**config.mk**
```make
export PLATFORM = sky130hd
export DESIGN_NAME = global_motion_vector_median_flat
export DESIGN_NICKNAME = d
export VERILOG_FILES = /design/src/sv/gmv_pkg.sv /design/src/sv/gmv_in_if.sv /design/src/sv/gmv_out_if.sv /design/src/sv/gmv_front.sv /design/src/sv/gmv_queue.sv /design/src/sv/gmv_back.sv /design/src/sv/global_motion_vector_median.sv /design/src/flat_wrapper.sv
export VERILOG_INCLUDE_DIRS = /design/src /design/src/sv
export SDC_FILE = /design/constraint.sdc
export NUM_CORES = 1
export LEC_CHECK = 0
export BUFFER_PORTS_ARGS = -buffer_cell sky130_fd_sc_hd__buf_2
export CAP_MARGIN = 20
export CORE_ASPECT_RATIO = 0.6
export CORE_MARGIN = 2
export CORE_UTILIZATION = 35
export CTS_CLUSTER_DIAMETER = 50
export DETAILED_ROUTE_END_ITERATION = 12
export GPL_TIMING_DRIVEN = 0
export PLACE_DENSITY = 0.62
export SLEW_MARGIN = 20
export SYNTH_ARGS = -nofsm -noshare
export SYNTH_HDL_FRONTEND = slang
export SYNTH_SLANG_ARGS = --single-unit
```
**constraint.sdc**
```tcl
create_clock -name clk_i -period 5.71 [get_ports clk_i]
set_input_delay 0.8565 -clock clk_i [delete_from_list [all_inputs] [get_ports clk_i]]
set_output_delay 0.8565 -clock clk_i [all_outputs]
set_load 0.005 [all_outputs]
```
**src/sv/global_motion_vector_median_assert.svh**
```systemverilog
// Assertion macros for the global motion vector median block.
// Included by the back end, which checks its own control logic; needs clk_i and rst_ni in scope.
`ifndef GLOBAL_MOTION_VECTOR_MEDIAN_ASSERT_SVH
`define GLOBAL_MOTION_VECTOR_MEDIAN_ASSERT_SVH

// Same-cycle implication, disabled during reset
`define GMV_ASSERT_NOW(lbl, ante, cons, msg) \
  lbl: assert property (@(posedge clk_i) disable iff (!rst_ni) (ante) |-> (cons)) \
    else $error(msg);

// Next-cycle implication, disabled during reset
`define GMV_ASSERT_NEXT(lbl, ante, cons, msg) \
  lbl: assert property (@(posedge clk_i) disable iff (!rst_ni) (ante) |=> (cons)) \
    else $error(msg);

`endif

```
**src/sv/gmv_pkg.sv**
```systemverilog
// Shared types and constants of the global motion vector median block.
// No dependencies.
package gmv_pkg;

  // Width of the region index field on the input channel
  localparam int GMV_RGN_W = 4;

  // Entries of the queue between front and back
  localparam int GMV_QUEUE_DEPTH = 2;

  // Classification the front attaches to each transaction
  typedef struct packed {
    logic in_range;
    logic frame_done;
  } gmv_cls_t;

  // Back-end sequencer states
  typedef enum logic [2:0] {
    S_RUN,
    S_LOAD,
    S_SCAN,
    S_WR_M,
    S_WR_P,
    S_MED_A,
    S_MED_B,
    S_OUT
  } gmv_state_e;

endpackage

```
**src/sv/gmv_in_if.sv**
```systemverilog
// Input channel: one match score per transaction.
// Depends on gmv_pkg for the region field width.
interface gmv_in_if #(
  parameter int XW = 5,
  parameter int YW = 5,
  parameter int SB = 24
);
  import gmv_pkg::*;

  logic                 valid;
  logic                 ready;
  logic [XW-1:0]        offset_x;
  logic [YW-1:0]        offset_y;
  logic [GMV_RGN_W-1:0] region;
  logic [SB-1:0]        score;
  logic                 frame_done;

  modport source (output valid, offset_x, offset_y, region, score, frame_done, input ready);
  modport sink   (input valid, offset_x, offset_y, region, score, frame_done, output ready);
endinterface

```
**src/sv/gmv_out_if.sv**
```systemverilog
// Output channel: one median motion vector per frame.
// No dependencies.
interface gmv_out_if #(
  parameter int XW = 5,
  parameter int YW = 5,
  parameter int SB = 24
);
  logic               valid;
  logic               ready;
  logic signed [SB:0] median_score;
  logic [XW-1:0]      motion_x;
  logic [YW-1:0]      motion_y;

  modport source (output valid, median_score, motion_x, motion_y, input ready);
  modport sink   (input valid, median_score, motion_x, motion_y, output ready);
endinterface

```
**src/sv/gmv_front.sv**
```systemverilog
// Front end: accepts score transactions, classifies them and registers them for the queue.
// Depends on gmv_pkg and gmv_in_if.
module gmv_front #(
  parameter int REGIONS = 16,
  parameter int XW      = 5,
  parameter int YW      = 5,
  parameter int SB      = 24,
  parameter int DW      = 2 + gmv_pkg::GMV_RGN_W + SB + XW + YW
) (
  input  logic          clk_i,
  input  logic          rst_ni,
  gmv_in_if.sink        in_i,
  output logic          q_valid_o,
  input  logic          q_ready_i,
  output logic [DW-1:0] q_data_o
);
  import gmv_pkg::*;

  logic                 f_vld_q;
  gmv_cls_t             cls_d, cls_q;
  logic [GMV_RGN_W-1:0] rgn_q;
  logic [SB-1:0]        score_q;
  logic [XW-1:0]        x_q;
  logic [YW-1:0]        y_q;
  logic                 take;

  // Accept when the stage is empty or drains this cycle
  assign in_i.ready = !f_vld_q || q_ready_i;
  assign take       = in_i.valid && in_i.ready;

  // Classify: a region beyond the table updates nothing
  always_comb begin
    cls_d.in_range   = {{(32 - GMV_RGN_W){1'b0}}, in_i.region} < 32'(REGIONS);
    cls_d.frame_done = in_i.frame_done;
  end

  // Hold the valid flag of the stage
  always_ff @(posedge clk_i or negedge rst_ni) begin
    if (!rst_ni) begin
      f_vld_q <= 1'b0;
    end else if (take) begin
      f_vld_q <= 1'b1;
    end else if (q_ready_i) begin
      f_vld_q <= 1'b0;
    end
  end

  // Capture the payload
  always_ff @(posedge clk_i) begin
    if (take) begin
      cls_q   <= cls_d;
      rgn_q   <= in_i.region;
      score_q <= in_i.score;
      x_q     <= in_i.offset_x;
      y_q     <= in_i.offset_y;
    end
  end

  assign q_valid_o = f_vld_q;
  assign q_data_o  = {cls_q, rgn_q, score_q, x_q, y_q};
endmodule

```
**src/sv/gmv_queue.sv**
```systemverilog
// Small FIFO that decouples the front end from the back end.
// No dependencies.
module gmv_queue #(
  parameter int WIDTH = 8,
  parameter int DEPTH = 2
) (
  input  logic             clk_i,
  input  logic             rst_ni,
  input  logic             push_valid_i,
  output logic             push_ready_o,
  input  logic [WIDTH-1:0] push_data_i,
  output logic             pop_valid_o,
  input  logic             pop_ready_i,
  output logic [WIDTH-1:0] pop_data_o
);
  localparam int PW = (DEPTH > 1) ? $clog2(DEPTH) : 1;
  localparam int CW = $clog2(DEPTH + 1);

  logic [WIDTH-1:0] buf_q [DEPTH];
  logic [PW-1:0]    wr_ptr_q, rd_ptr_q;
  logic [CW-1:0]    cnt_q;
  logic             push, pop;

  assign push_ready_o = cnt_q < CW'(DEPTH);
  assign pop_valid_o  = cnt_q != '0;
  assign push         = push_valid_i && push_ready_o;
  assign pop          = pop_valid_o && pop_ready_i;
  assign pop_data_o   = buf_q[rd_ptr_q];

  // Advance pointers and the fill count
  always_ff @(posedge clk_i or negedge rst_ni) begin
    if (!rst_ni) begin
      wr_ptr_q <= '0;
      rd_ptr_q <= '0;
      cnt_q    <= '0;
    end else begin
      if (push) begin
        wr_ptr_q <= (wr_ptr_q == PW'(DEPTH - 1)) ? '0 : wr_ptr_q + PW'(1);
      end
      if (pop) begin
        rd_ptr_q <= (rd_ptr_q == PW'(DEPTH - 1)) ? '0 : rd_ptr_q + PW'(1);
      end
      if (push && !pop) begin
        cnt_q <= cnt_q + CW'(1);
      end else if (pop && !push) begin
        cnt_q <= cnt_q - CW'(1);
      end
    end
  end

  // Store entries
  always_ff @(posedge clk_i) begin
    if (push) begin
      buf_q[wr_ptr_q] <= push_data_i;
    end
  end
endmodule

```
**src/sv/gmv_back.sv**
```systemverilog
// Back end: best-score table, selection sort sequencer and median output register.
// Depends on gmv_pkg, gmv_out_if and the assertion macro header.
`include "global_motion_vector_median_assert.svh"

module gmv_back #(
  parameter int REGIONS = 16,
  parameter int XW      = 5,
  parameter int YW      = 5,
  parameter int SB      = 24,
  parameter int DW      = 2 + gmv_pkg::GMV_RGN_W + SB + XW + YW
) (
  input  logic          clk_i,
  input  logic          rst_ni,
  input  logic          q_valid_i,
  output logic          q_ready_o,
  input  logic [DW-1:0] q_data_i,
  gmv_out_if.source     out_o
);
  import gmv_pkg::*;

  localparam int AW = $clog2(REGIONS);
  localparam int CW = AW + 1;
  localparam int SW = SB + 1;
  localparam int EW = SW + XW + YW;
  localparam int LO = (REGIONS - 1) / 2;
  localparam int ODD = REGIONS % 2;
  localparam logic [EW-1:0] EMPTY = {{SW{1'b1}}, {(XW + YW){1'b0}}};

  // Unpack the queue head
  gmv_cls_t             h_cls;
  logic [GMV_RGN_W-1:0] h_rgn;
  logic [SB-1:0]        h_score;
  logic [XW-1:0]        h_x;
  logic [YW-1:0]        h_y;

  assign h_y     = q_data_i[YW-1:0];
  assign h_x     = q_data_i[YW +: XW];
  assign h_score = q_data_i[YW + XW +: SB];
  assign h_rgn   = q_data_i[YW + XW + SB +: GMV_RGN_W];
  assign h_cls   = gmv_cls_t'(q_data_i[DW-1 -: $bits(gmv_cls_t)]);

  gmv_state_e state_q, state_d;

  // Table memory with valid bits; an entry that is not valid reads as empty
  logic [EW-1:0]      mem_q [REGIONS];
  logic [REGIONS-1:0] valid_q;
  logic [EW-1:0]      rd_data_q;
  logic               rd_ent_vld_q;
  logic               re, we, clr;
  logic [AW-1:0]      raddr, waddr;
  logic [EW-1:0]      wdata;

  // Read tag and sort registers
  logic [CW-1:0] tag_q, tag_d;
  logic [CW-1:0] i_q, i_d;
  logic [AW-1:0] p_q, p_d;
  logic [AW-1:0] m_q, m_d;
  logic [EW-1:0] ep_q, ep_d, min_q, min_d, a_q, a_d;

  // Update stage registers
  logic          b_vld_q, b_fd_q, b_rng_q;
  logic [AW-1:0] b_addr_q;
  logic [SB-1:0] b_s_q;
  logic [XW-1:0] b_x_q;
  logic [YW-1:0] b_y_q;
  logic          fwd_en_q;
  logic [AW-1:0] fwd_addr_q;
  logic [EW-1:0] fwd_data_q;

  // Output register
  logic               out_vld_q, out_load;
  logic signed [SB:0] o_score_q;
  logic [XW-1:0]      o_x_q;
  logic [YW-1:0]      o_y_q;

  logic               pop;
  logic [EW-1:0]      eff, old_ent, new_ent;
  logic signed [SW-1:0] eff_s, min_s, old_s, new_s, a_s;
  logic [XW-1:0]      eff_x, a_x;
  logic [YW-1:0]      eff_y, a_y;
  logic               upd;
  logic signed [SW:0] sum_s, sum_adj;
  logic [XW:0]        sum_x;
  logic [YW:0]        sum_y;

  // Resolve the registered read into an effective entry
  assign eff   = rd_ent_vld_q ? rd_data_q : EMPTY;
  assign eff_s = $signed(eff[EW-1 -: SW]);
  assign eff_x = eff[YW +: XW];
  assign eff_y = eff[YW-1:0];
  assign min_s = $signed(min_q[EW-1 -: SW]);
  assign a_s   = $signed(a_q[EW-1 -: SW]);
  assign a_x   = a_q[YW +: XW];
  assign a_y   = a_q[YW-1:0];

  // Update path: forward the write of the previous transaction to the same entry
  assign old_ent = (fwd_en_q && fwd_addr_q == b_addr_q) ? fwd_data_q : eff;
  assign old_s   = $signed(old_ent[EW-1 -: SW]);
  assign new_s   = $signed({1'b0, b_s_q});
  assign new_ent = {1'b0, b_s_q, b_x_q, b_y_q};
  assign upd     = b_vld_q && b_rng_q && (old_s == {SW{1'b1}} || old_s > new_s);

  // Median of the two middle entries, halved toward zero
  assign sum_s   = {a_s[SW-1], a_s} + {eff_s[SW-1], eff_s};
  assign sum_adj = sum_s + {{SW{1'b0}}, sum_s[SW]};
  assign sum_x   = {1'b0, a_x} + {1'b0, eff_x};
  assign sum_y   = {1'b0, a_y} + {1'b0, eff_y};

  // Sequencer: next state, memory port control
  always_comb begin
    state_d   = state_q;
    re        = 1'b0;
    raddr     = '0;
    we        = 1'b0;
    waddr     = '0;
    wdata     = '0;
    q_ready_o = 1'b0;
    out_load  = 1'b0;
    clr       = 1'b0;
    tag_d     = tag_q;
    i_d       = i_q;
    p_d       = p_q;
    m_d       = m_q;
    ep_d      = ep_q;
    min_d     = min_q;
    a_d       = a_q;
    unique case (state_q)
      S_RUN: begin
        we    = upd;
        waddr = b_addr_q;
        wdata = new_ent;
        if (b_vld_q && b_fd_q) begin
          p_d     = '0;
          state_d = S_LOAD;
        end else begin
          q_ready_o = 1'b1;
          re        = q_valid_i;
          raddr     = AW'(h_rgn);
        end
      end
      S_LOAD: begin
        re      = 1'b1;
        raddr   = p_q;
        tag_d   = {1'b0, p_q};
        i_d     = {1'b0, p_q} + CW'(1);
        state_d = S_SCAN;
      end
      S_SCAN: begin
        if (i_q < CW'(REGIONS)) begin
          re    = 1'b1;
          raddr = i_q[AW-1:0];
          tag_d = i_q;
          i_d   = i_q + CW'(1);
        end
        // Keep the leftmost minimum
        if (tag_q == {1'b0, p_q}) begin
          ep_d  = eff;
          min_d = eff;
          m_d   = p_q;
        end else if (eff_s < min_s) begin
          min_d = eff;
          m_d   = tag_q[AW-1:0];
        end
        if (tag_q == CW'(REGIONS - 1)) begin
          state_d = S_WR_M;
        end
      end
      S_WR_M: begin
        we      = 1'b1;
        waddr   = m_q;
        wdata   = ep_q;
        state_d = S_WR_P;
      end
      S_WR_P: begin
        we    = 1'b1;
        waddr = p_q;
        wdata = min_q;
        if (p_q == AW'(REGIONS - 2)) begin
          state_d = S_MED_A;
        end else begin
          p_d     = p_q + AW'(1);
          state_d = S_LOAD;
        end
      end
      S_MED_A: begin
        re      = 1'b1;
        raddr   = AW'(LO);
        state_d = S_MED_B;
      end
      S_MED_B: begin
        a_d = eff;
        if (ODD == 0) begin
          re    = 1'b1;
          raddr = AW'(LO + 1);
        end
        state_d = S_OUT;
      end
      S_OUT: begin
        if (!out_vld_q || out_o.ready) begin
          out_load = 1'b1;
          clr      = 1'b1;
          state_d  = S_RUN;
        end
      end
    endcase
  end

  assign pop = q_valid_i && q_ready_o;

  // Hold state, counters and flags
  always_ff @(posedge clk_i or negedge rst_ni) begin
    if (!rst_ni) begin
      state_q   <= S_RUN;
      tag_q     <= '0;
      i_q       <= '0;
      p_q       <= '0;
      m_q       <= '0;
      valid_q   <= '0;
      b_vld_q   <= 1'b0;
      fwd_en_q  <= 1'b0;
      out_vld_q <= 1'b0;
    end else begin
      state_q  <= state_d;
      tag_q    <= tag_d;
      i_q      <= i_d;
      p_q      <= p_d;
      m_q      <= m_d;
      b_vld_q  <= pop;
      fwd_en_q <= upd;
      if (clr) begin
        valid_q <= '0;
      end else if (we) begin
        valid_q[waddr] <= 1'b1;
      end
      if (out_load) begin
        out_vld_q <= 1'b1;
      end else if (out_o.ready) begin
        out_vld_q <= 1'b0;
      end
    end
  end

  // Table memory: one write and one registered read per cycle
  always_ff @(posedge clk_i) begin
    if (we) begin
      mem_q[waddr] <= wdata;
    end
    if (re) begin
      rd_data_q    <= mem_q[raddr];
      rd_ent_vld_q <= valid_q[raddr];
    end
  end

  // Payload registers of the update stage, sorter and output
  always_ff @(posedge clk_i) begin
    if (pop) begin
      b_fd_q   <= h_cls.frame_done;
      b_rng_q  <= h_cls.in_range;
      b_addr_q <= AW'(h_rgn);
      b_s_q    <= h_score;
      b_x_q    <= h_x;
      b_y_q    <= h_y;
    end
    fwd_addr_q <= b_addr_q;
    fwd_data_q <= new_ent;
    ep_q       <= ep_d;
    min_q      <= min_d;
    a_q        <= a_d;
    if (out_load) begin
      o_score_q <= sum_adj[SW:1];
      o_x_q     <= sum_x[XW:1];
      o_y_q     <= sum_y[YW:1];
    end
  end

  assign out_o.valid        = out_vld_q;
  assign out_o.median_score = o_score_q;
  assign out_o.motion_x     = o_x_q;
  assign out_o.motion_y     = o_y_q;

  `GMV_ASSERT_NEXT(a_fd_starts_sort, state_q == S_RUN && b_vld_q && b_fd_q, state_q == S_LOAD, "frame end did not start the sort")
  `GMV_ASSERT_NEXT(a_out_clears, state_q == S_OUT && (!out_vld_q || out_o.ready), valid_q == '0, "table not cleared after median")
  `GMV_ASSERT_NOW(a_swap_order, state_q == S_WR_M, m_q >= p_q, "minimum index left of sort position")
  `GMV_ASSERT_NOW(a_out_source, $rose(out_vld_q), $past(state_q) == S_OUT, "result loaded outside output state")
endmodule

```
**src/sv/global_motion_vector_median.sv**
```systemverilog
// Top level of the global motion vector median block: front, queue and back end.
// Depends on gmv_pkg, gmv_in_if, gmv_out_if, gmv_front, gmv_queue and gmv_back.
//
//   channel  direction  fields
//   in_i     sink       offset_x, offset_y, region, score, frame_done
//   out_o    source     median_score, motion_x, motion_y
//
// Score transactions are taken one per cycle outside a frame-end sort; each updates one table entry
// through a read-modify-write pipeline with write forwarding.
// A frame end adds a selection sort on the single table read port before the median is loaded.
// Input stalls during the sort once the two-entry queue and the front stage are full.
// Reset empties the table at once through per-entry valid bits; no clearing pass.
module global_motion_vector_median #(
  parameter int REGIONS        = 16,
  parameter int OFFSET_RANGE_X = 32,
  parameter int OFFSET_RANGE_Y = 32,
  parameter int SCORE_BITS     = 24
) (
  input  logic      clk_i,
  input  logic      rst_ni,
  gmv_in_if.sink    in_i,
  gmv_out_if.source out_o
);
  import gmv_pkg::*;

  localparam int XW = $clog2(OFFSET_RANGE_X);
  localparam int YW = $clog2(OFFSET_RANGE_Y);
  localparam int DW = $bits(gmv_cls_t) + GMV_RGN_W + SCORE_BITS + XW + YW;

  logic          f_valid, f_ready, b_valid, b_ready;
  logic [DW-1:0] f_data, b_data;

  gmv_front #(
    .REGIONS (REGIONS),
    .XW      (XW),
    .YW      (YW),
    .SB      (SCORE_BITS),
    .DW      (DW)
  ) u_front (
    .clk_i     (clk_i),
    .rst_ni    (rst_ni),
    .in_i      (in_i),
    .q_valid_o (f_valid),
    .q_ready_i (f_ready),
    .q_data_o  (f_data)
  );

  gmv_queue #(
    .WIDTH (DW),
    .DEPTH (GMV_QUEUE_DEPTH)
  ) u_queue (
    .clk_i        (clk_i),
    .rst_ni       (rst_ni),
    .push_valid_i (f_valid),
    .push_ready_o (f_ready),
    .push_data_i  (f_data),
    .pop_valid_o  (b_valid),
    .pop_ready_i  (b_ready),
    .pop_data_o   (b_data)
  );

  gmv_back #(
    .REGIONS (REGIONS),
    .XW      (XW),
    .YW      (YW),
    .SB      (SCORE_BITS),
    .DW      (DW)
  ) u_back (
    .clk_i     (clk_i),
    .rst_ni    (rst_ni),
    .q_valid_i (b_valid),
    .q_ready_o (b_ready),
    .q_data_i  (b_data),
    .out_o     (out_o)
  );
endmodule
```
**src/flat_wrapper.sv**
```systemverilog
// flat-port wrapper written by rule: the top's interface ports become plain ports
module global_motion_vector_median_flat import gmv_pkg::*;
#(
  parameter int REGIONS        = 16,
  parameter int OFFSET_RANGE_X = 32,
  parameter int OFFSET_RANGE_Y = 32,
  parameter int SCORE_BITS     = 24
)
  (clk_i, rst_ni, in_i_valid, in_i_offset_x, in_i_offset_y, in_i_region, in_i_score, in_i_frame_done, in_i_ready, out_o_valid, out_o_median_score, out_o_motion_x, out_o_motion_y, out_o_ready);
  gmv_in_if in_i_i ();
  gmv_out_if out_o_i ();
  input  logic clk_i;
  input  logic rst_ni;
  input wire logic [$bits(in_i_i.valid)-1:0] in_i_valid;
  input wire logic [$bits(in_i_i.offset_x)-1:0] in_i_offset_x;
  input wire logic [$bits(in_i_i.offset_y)-1:0] in_i_offset_y;
  input wire logic [$bits(in_i_i.region)-1:0] in_i_region;
  input wire logic [$bits(in_i_i.score)-1:0] in_i_score;
  input wire logic [$bits(in_i_i.frame_done)-1:0] in_i_frame_done;
  output wire logic [$bits(in_i_i.ready)-1:0] in_i_ready;
  output wire logic [$bits(out_o_i.valid)-1:0] out_o_valid;
  output wire logic [$bits(out_o_i.median_score)-1:0] out_o_median_score;
  output wire logic [$bits(out_o_i.motion_x)-1:0] out_o_motion_x;
  output wire logic [$bits(out_o_i.motion_y)-1:0] out_o_motion_y;
  input wire logic [$bits(out_o_i.ready)-1:0] out_o_ready;
  assign in_i_i.valid = in_i_valid;
  assign in_i_i.offset_x = in_i_offset_x;
  assign in_i_i.offset_y = in_i_offset_y;
  assign in_i_i.region = in_i_region;
  assign in_i_i.score = in_i_score;
  assign in_i_i.frame_done = in_i_frame_done;
  assign in_i_ready = in_i_i.ready;
  assign out_o_valid = out_o_i.valid;
  assign out_o_median_score = out_o_i.median_score;
  assign out_o_motion_x = out_o_i.motion_x;
  assign out_o_motion_y = out_o_i.motion_y;
  assign out_o_i.ready = out_o_ready;
  global_motion_vector_median #(.REGIONS(REGIONS), .OFFSET_RANGE_X(OFFSET_RANGE_X), .OFFSET_RANGE_Y(OFFSET_RANGE_Y), .SCORE_BITS(SCORE_BITS)) u_core (.clk_i(clk_i), .rst_ni(rst_ni), .in_i(in_i_i), .out_o(out_o_i));
endmodule
```
==> flow_metrics.py <==
metrics = {
    "drt": {
        "routed_via_density": 5.45,
        "remaining_drc_errors": 0,
        "dr_total_vias": 25600,
        "post_drt_wl_per_cell_um": 23.1,
        "dr.pass1.iters": 5,
        "drt_wl_total_mm": 109,
        "drt_iter0_markers": 3682,
        "ant_nets": 0,
    },
    "sta": {
        "slew_headroom_pct": 23.3,
        "skew_ps": 20.6,
        "fin_crit_sh_pct": 95.9,
        "hold_viol": 0,
        "post-route-min-period_ps": 5480,
        "slew_violations": 0,
        "fmax_mhz": 183,
        "worst_pin_slew_ps": 1150,
        "fin_tns_setup_ps": 0,
        "rsz0062_at_grt": "false",
        "setup_violations": 0,
    },
    "placement": {
        "place_hpwl_mm": 79.4,
        "routabilityCongestion": 0.893,
        "port_buffers": 79,
        "dpl.cell_count": 4533,
        "placedInstanceArea_sq_um": 43700,
    },
    "die": {
        "die_h_um": 266,
        "core_area_sq_um": 114000,
        "start_util_pct": 35.2,
        "io_pins": 80,
        "die_w_um": 441,
        "die_area_sq_um": 118000,
        "rows": 96,
    },
    "setup_path": {
        "cp_max_fo": 10,
        "startpoint_type": "register",
        "crit_chain": "inv_1 -> o22ai_1 -> a21oi_1 -> nor4bb_1 -> buf_4 -> clkbuf_4 -> mux2_2 -> ha_1 -> nand4_1 -> nor4_1 -> o21ai_0 -> a21oi_1 -> or4_4 -> a31oi_4 -> buf_6 -> nor3_4 -> buf_4 -> buf_4 -> buf_4 -> buf_4",
        "crit_buf_inv": 8,
        "arrival_ps": 5860,
        "critPathMostFrequentCell": "buf_4",
        "cp-end-kind": "register",
        "required_ps": 6090,
        "critPathSlowestCell": "nor4_1",
        "crit_type": "register to register",
        "max_stage_delay_ps": 490,
        "critPathTopFamily": "buffers and inverters",
    },
    "layout": {
        "multi_input_area_sq_um": 11100,
        "seq_area_sq_um": 28500,
        "final_nets": 3240,
        "final_common_cell": "edfxtp_1",
        "area_delta_synth_final_pct": 15.9,
        "fin_area_sq_um": 46500,
        "drive_above_1_share_pct": 15.2,
        "final_cell_mix": "edfxtp_1 (892), nand2_1 (408), a211oi_1 (183), and2_1 (143), clkbuf_1 (132)",
        "fill_cells": 10300,
        "final_cell_count_no_fill": 4707,
    },
    "logic_synthesis": {
        "syn_area_sq_um": 40100,
        "synth_edf_count": 892,
        "synth_seq_area_share_pct": 70.9,
        "synth_area_leaders": "edfxtp_1 (67%), nand2_1 (3.8%), a211oi_1 (3.5%)",
        "yosys.area_share.simple_pct": 9.13,
        "synthCells": 2849,
        "synth_top_family_by_area": "compound AO/OA/AOI/OAI gates",
        "ys.flop_type": "edfxtp_1",
        "ys_async_sr_fraction_pct": 4.66,
        "avgSynthCellArea_sq_um": 14.1,
        "synth_top_area_share_pct": 66.7,
        "ys_types": 80,
        "yosysWarnings": 0,
        "synth_compound_area_share_pct": 11.5,
        "synth_fa_ha_area_share_pct": 2.83,
        "post_synth_xor_area_fraction_pct": 1.31,
        "ys_ff_latch": 965,
        "synthMuxAreaShare_pct": 1.95,
        "synth_top_area_cell": "edfxtp_1",
        "synthesis.nets": 2981,
    },
    "clock_tree": {
        "clk_latency_ps": 680,
        "cts_made_buffers": 84,
        "cts.sinks": 965,
        "tritoncts": "yes",
        "cts.clk_slew.worst_paths_ps": 70,
        "clockBufferDepth": 3,
        "htreeDepth": 3,
        "cts_hold_buffers": 0,
        "root_buffer": "clkbuf_16",
    },
    "flow_run": {
        "maxCapViolCount": 0,
    },
    "run_status": {
        "status": "finished clean",
    },
    "grt": {
        "grt_pass1_vias": 23600,
        "antenna_found_initial": 4,
        "grt_start_max_net_pins": 46,
        "gr-total-overflow": 0,
        "grt_pass1_wl_mm": 159,
        "grt_usage_pct": 18.4,
    },
    "worst_hold_path": {
        "hold_class": "input pin to asynchronous set/reset pin",
    },
    "pwr": {
        "p_total_uw": 14000,
        "ir_worst_vdd_mv": 0.242,
        "p_per_area_nw_per_um2": 300,
        "p_leak_uw": 0.0174,
    },
}
-- routing by layer --
metal	GRT usage, %	routed length, um	vias up
met5	0	0	-
met4	4.11	1810	0
met3	5.03	13400	128
met2	22.7	40000	1400
met1	30.5	53400	12700
li1	-	-	11400
-- where the power goes --
part	internal, uW	total (uW)	switching (uW)
clock network	3000	5670	2670
logic	113	301	188
registers	7920	7980	63.1
-- state kept, by name, summed over array words and instances, names as in the netlist, 16 cells and up --
register	count
u_core.u_back.mem_q	560
u_core.u_back.a_q	35
u_core.u_back.out_o.median_score	25
u_core.u_back.rd_data_q	35
u_core.u_back.b_s_q	24
u_core.u_back.min_q	35
u_core.u_back.ep_q	35
u_core.u_back.valid_q	16
u_core.u_queue.buf_q	78
u_core.u_back.fwd_data_q	24
u_core.u_front.score_q	24
-- path summary, 6_finish.rpt --
path | from | end | slack [ps] | cells past startpoint
setup / recovery | u_core.u_back.b_addr_q[1] | u_core.u_back.mem_q[8][18] | 230 | 20
hold reg to reg | u_core.u_back.b_s_q[15] | u_core.u_back.fwd_data_q[25] | 410 | 0
setup reg to reg | u_core.u_back.b_addr_q[1] | u_core.u_back.mem_q[8][18] | 230 | 20
min in group clk_i | in_i_offset_x[2] | u_core.u_front.x_q[2] | 350 | 1
hold / removal | rst_ni | u_core.u_back.valid_q[9] | 190 | 1
max in group asynchronous | rst_ni | u_core.u_queue.wr_ptr_q | 5050 | 1
-- Yosys cell counts (35+ instances only) --
cell      number
inv_1         75
a211oi_1     185
buf_2         35
clkbuf_1     114
dfrtp_1       45
a31oi_1       77
nor2_1        47
and2_1       145
mux2_2        66
edfxtp_1     892
xnor2_1       35
a22oi_1       42
nand2_1      408
a21oi_1      123
o21ai_0       67
a311oi_1      72
ha_1          86
-- per-stage QoR --
stage	hold slack, ps	utilization (%)	setup slack [ps]
2_1_floorplan	371	-	-533
3_3_place_gp	402	37.3	-5030
3_5_place_dp	398	38.3	-1200
4_1_cts	310	40.7	-5.33
5_1_grt	228	40.8	26.9
6_report	188	40.8	232
-- kinds of logic (layout without fill, tap and decap cells) --
kind of cell,count (synthesis),count (layout)
buffers and inverters,238,569
and+or+nand+nor,762,762
other,0,8
DFF,965,965
AOI/OAI and AO/OA,666,666
xor gates and xnor gates,59,59
adders and majority gates,89,89
muxes,70,70
-- layout make-up --
type	instances	share of cell area (%)
timing repair buffer	174	3.10
clock inverter	51	1.00
multi-input combinational	1646	23.8
antenna	8	0.0430
tap	1519	4.08
clock buffer	107	4.72
sequential	965	61.2
buffer	161	1.48
inverter	76	0.613
-- repair_timing --
action	4_1_cts	5_1_grt
buffers inserted	4	5
gates resized for setup	15	12
endpoints found under the setup margin	565	301
pin swaps	1	2
(Power assumes the default switching activity.)
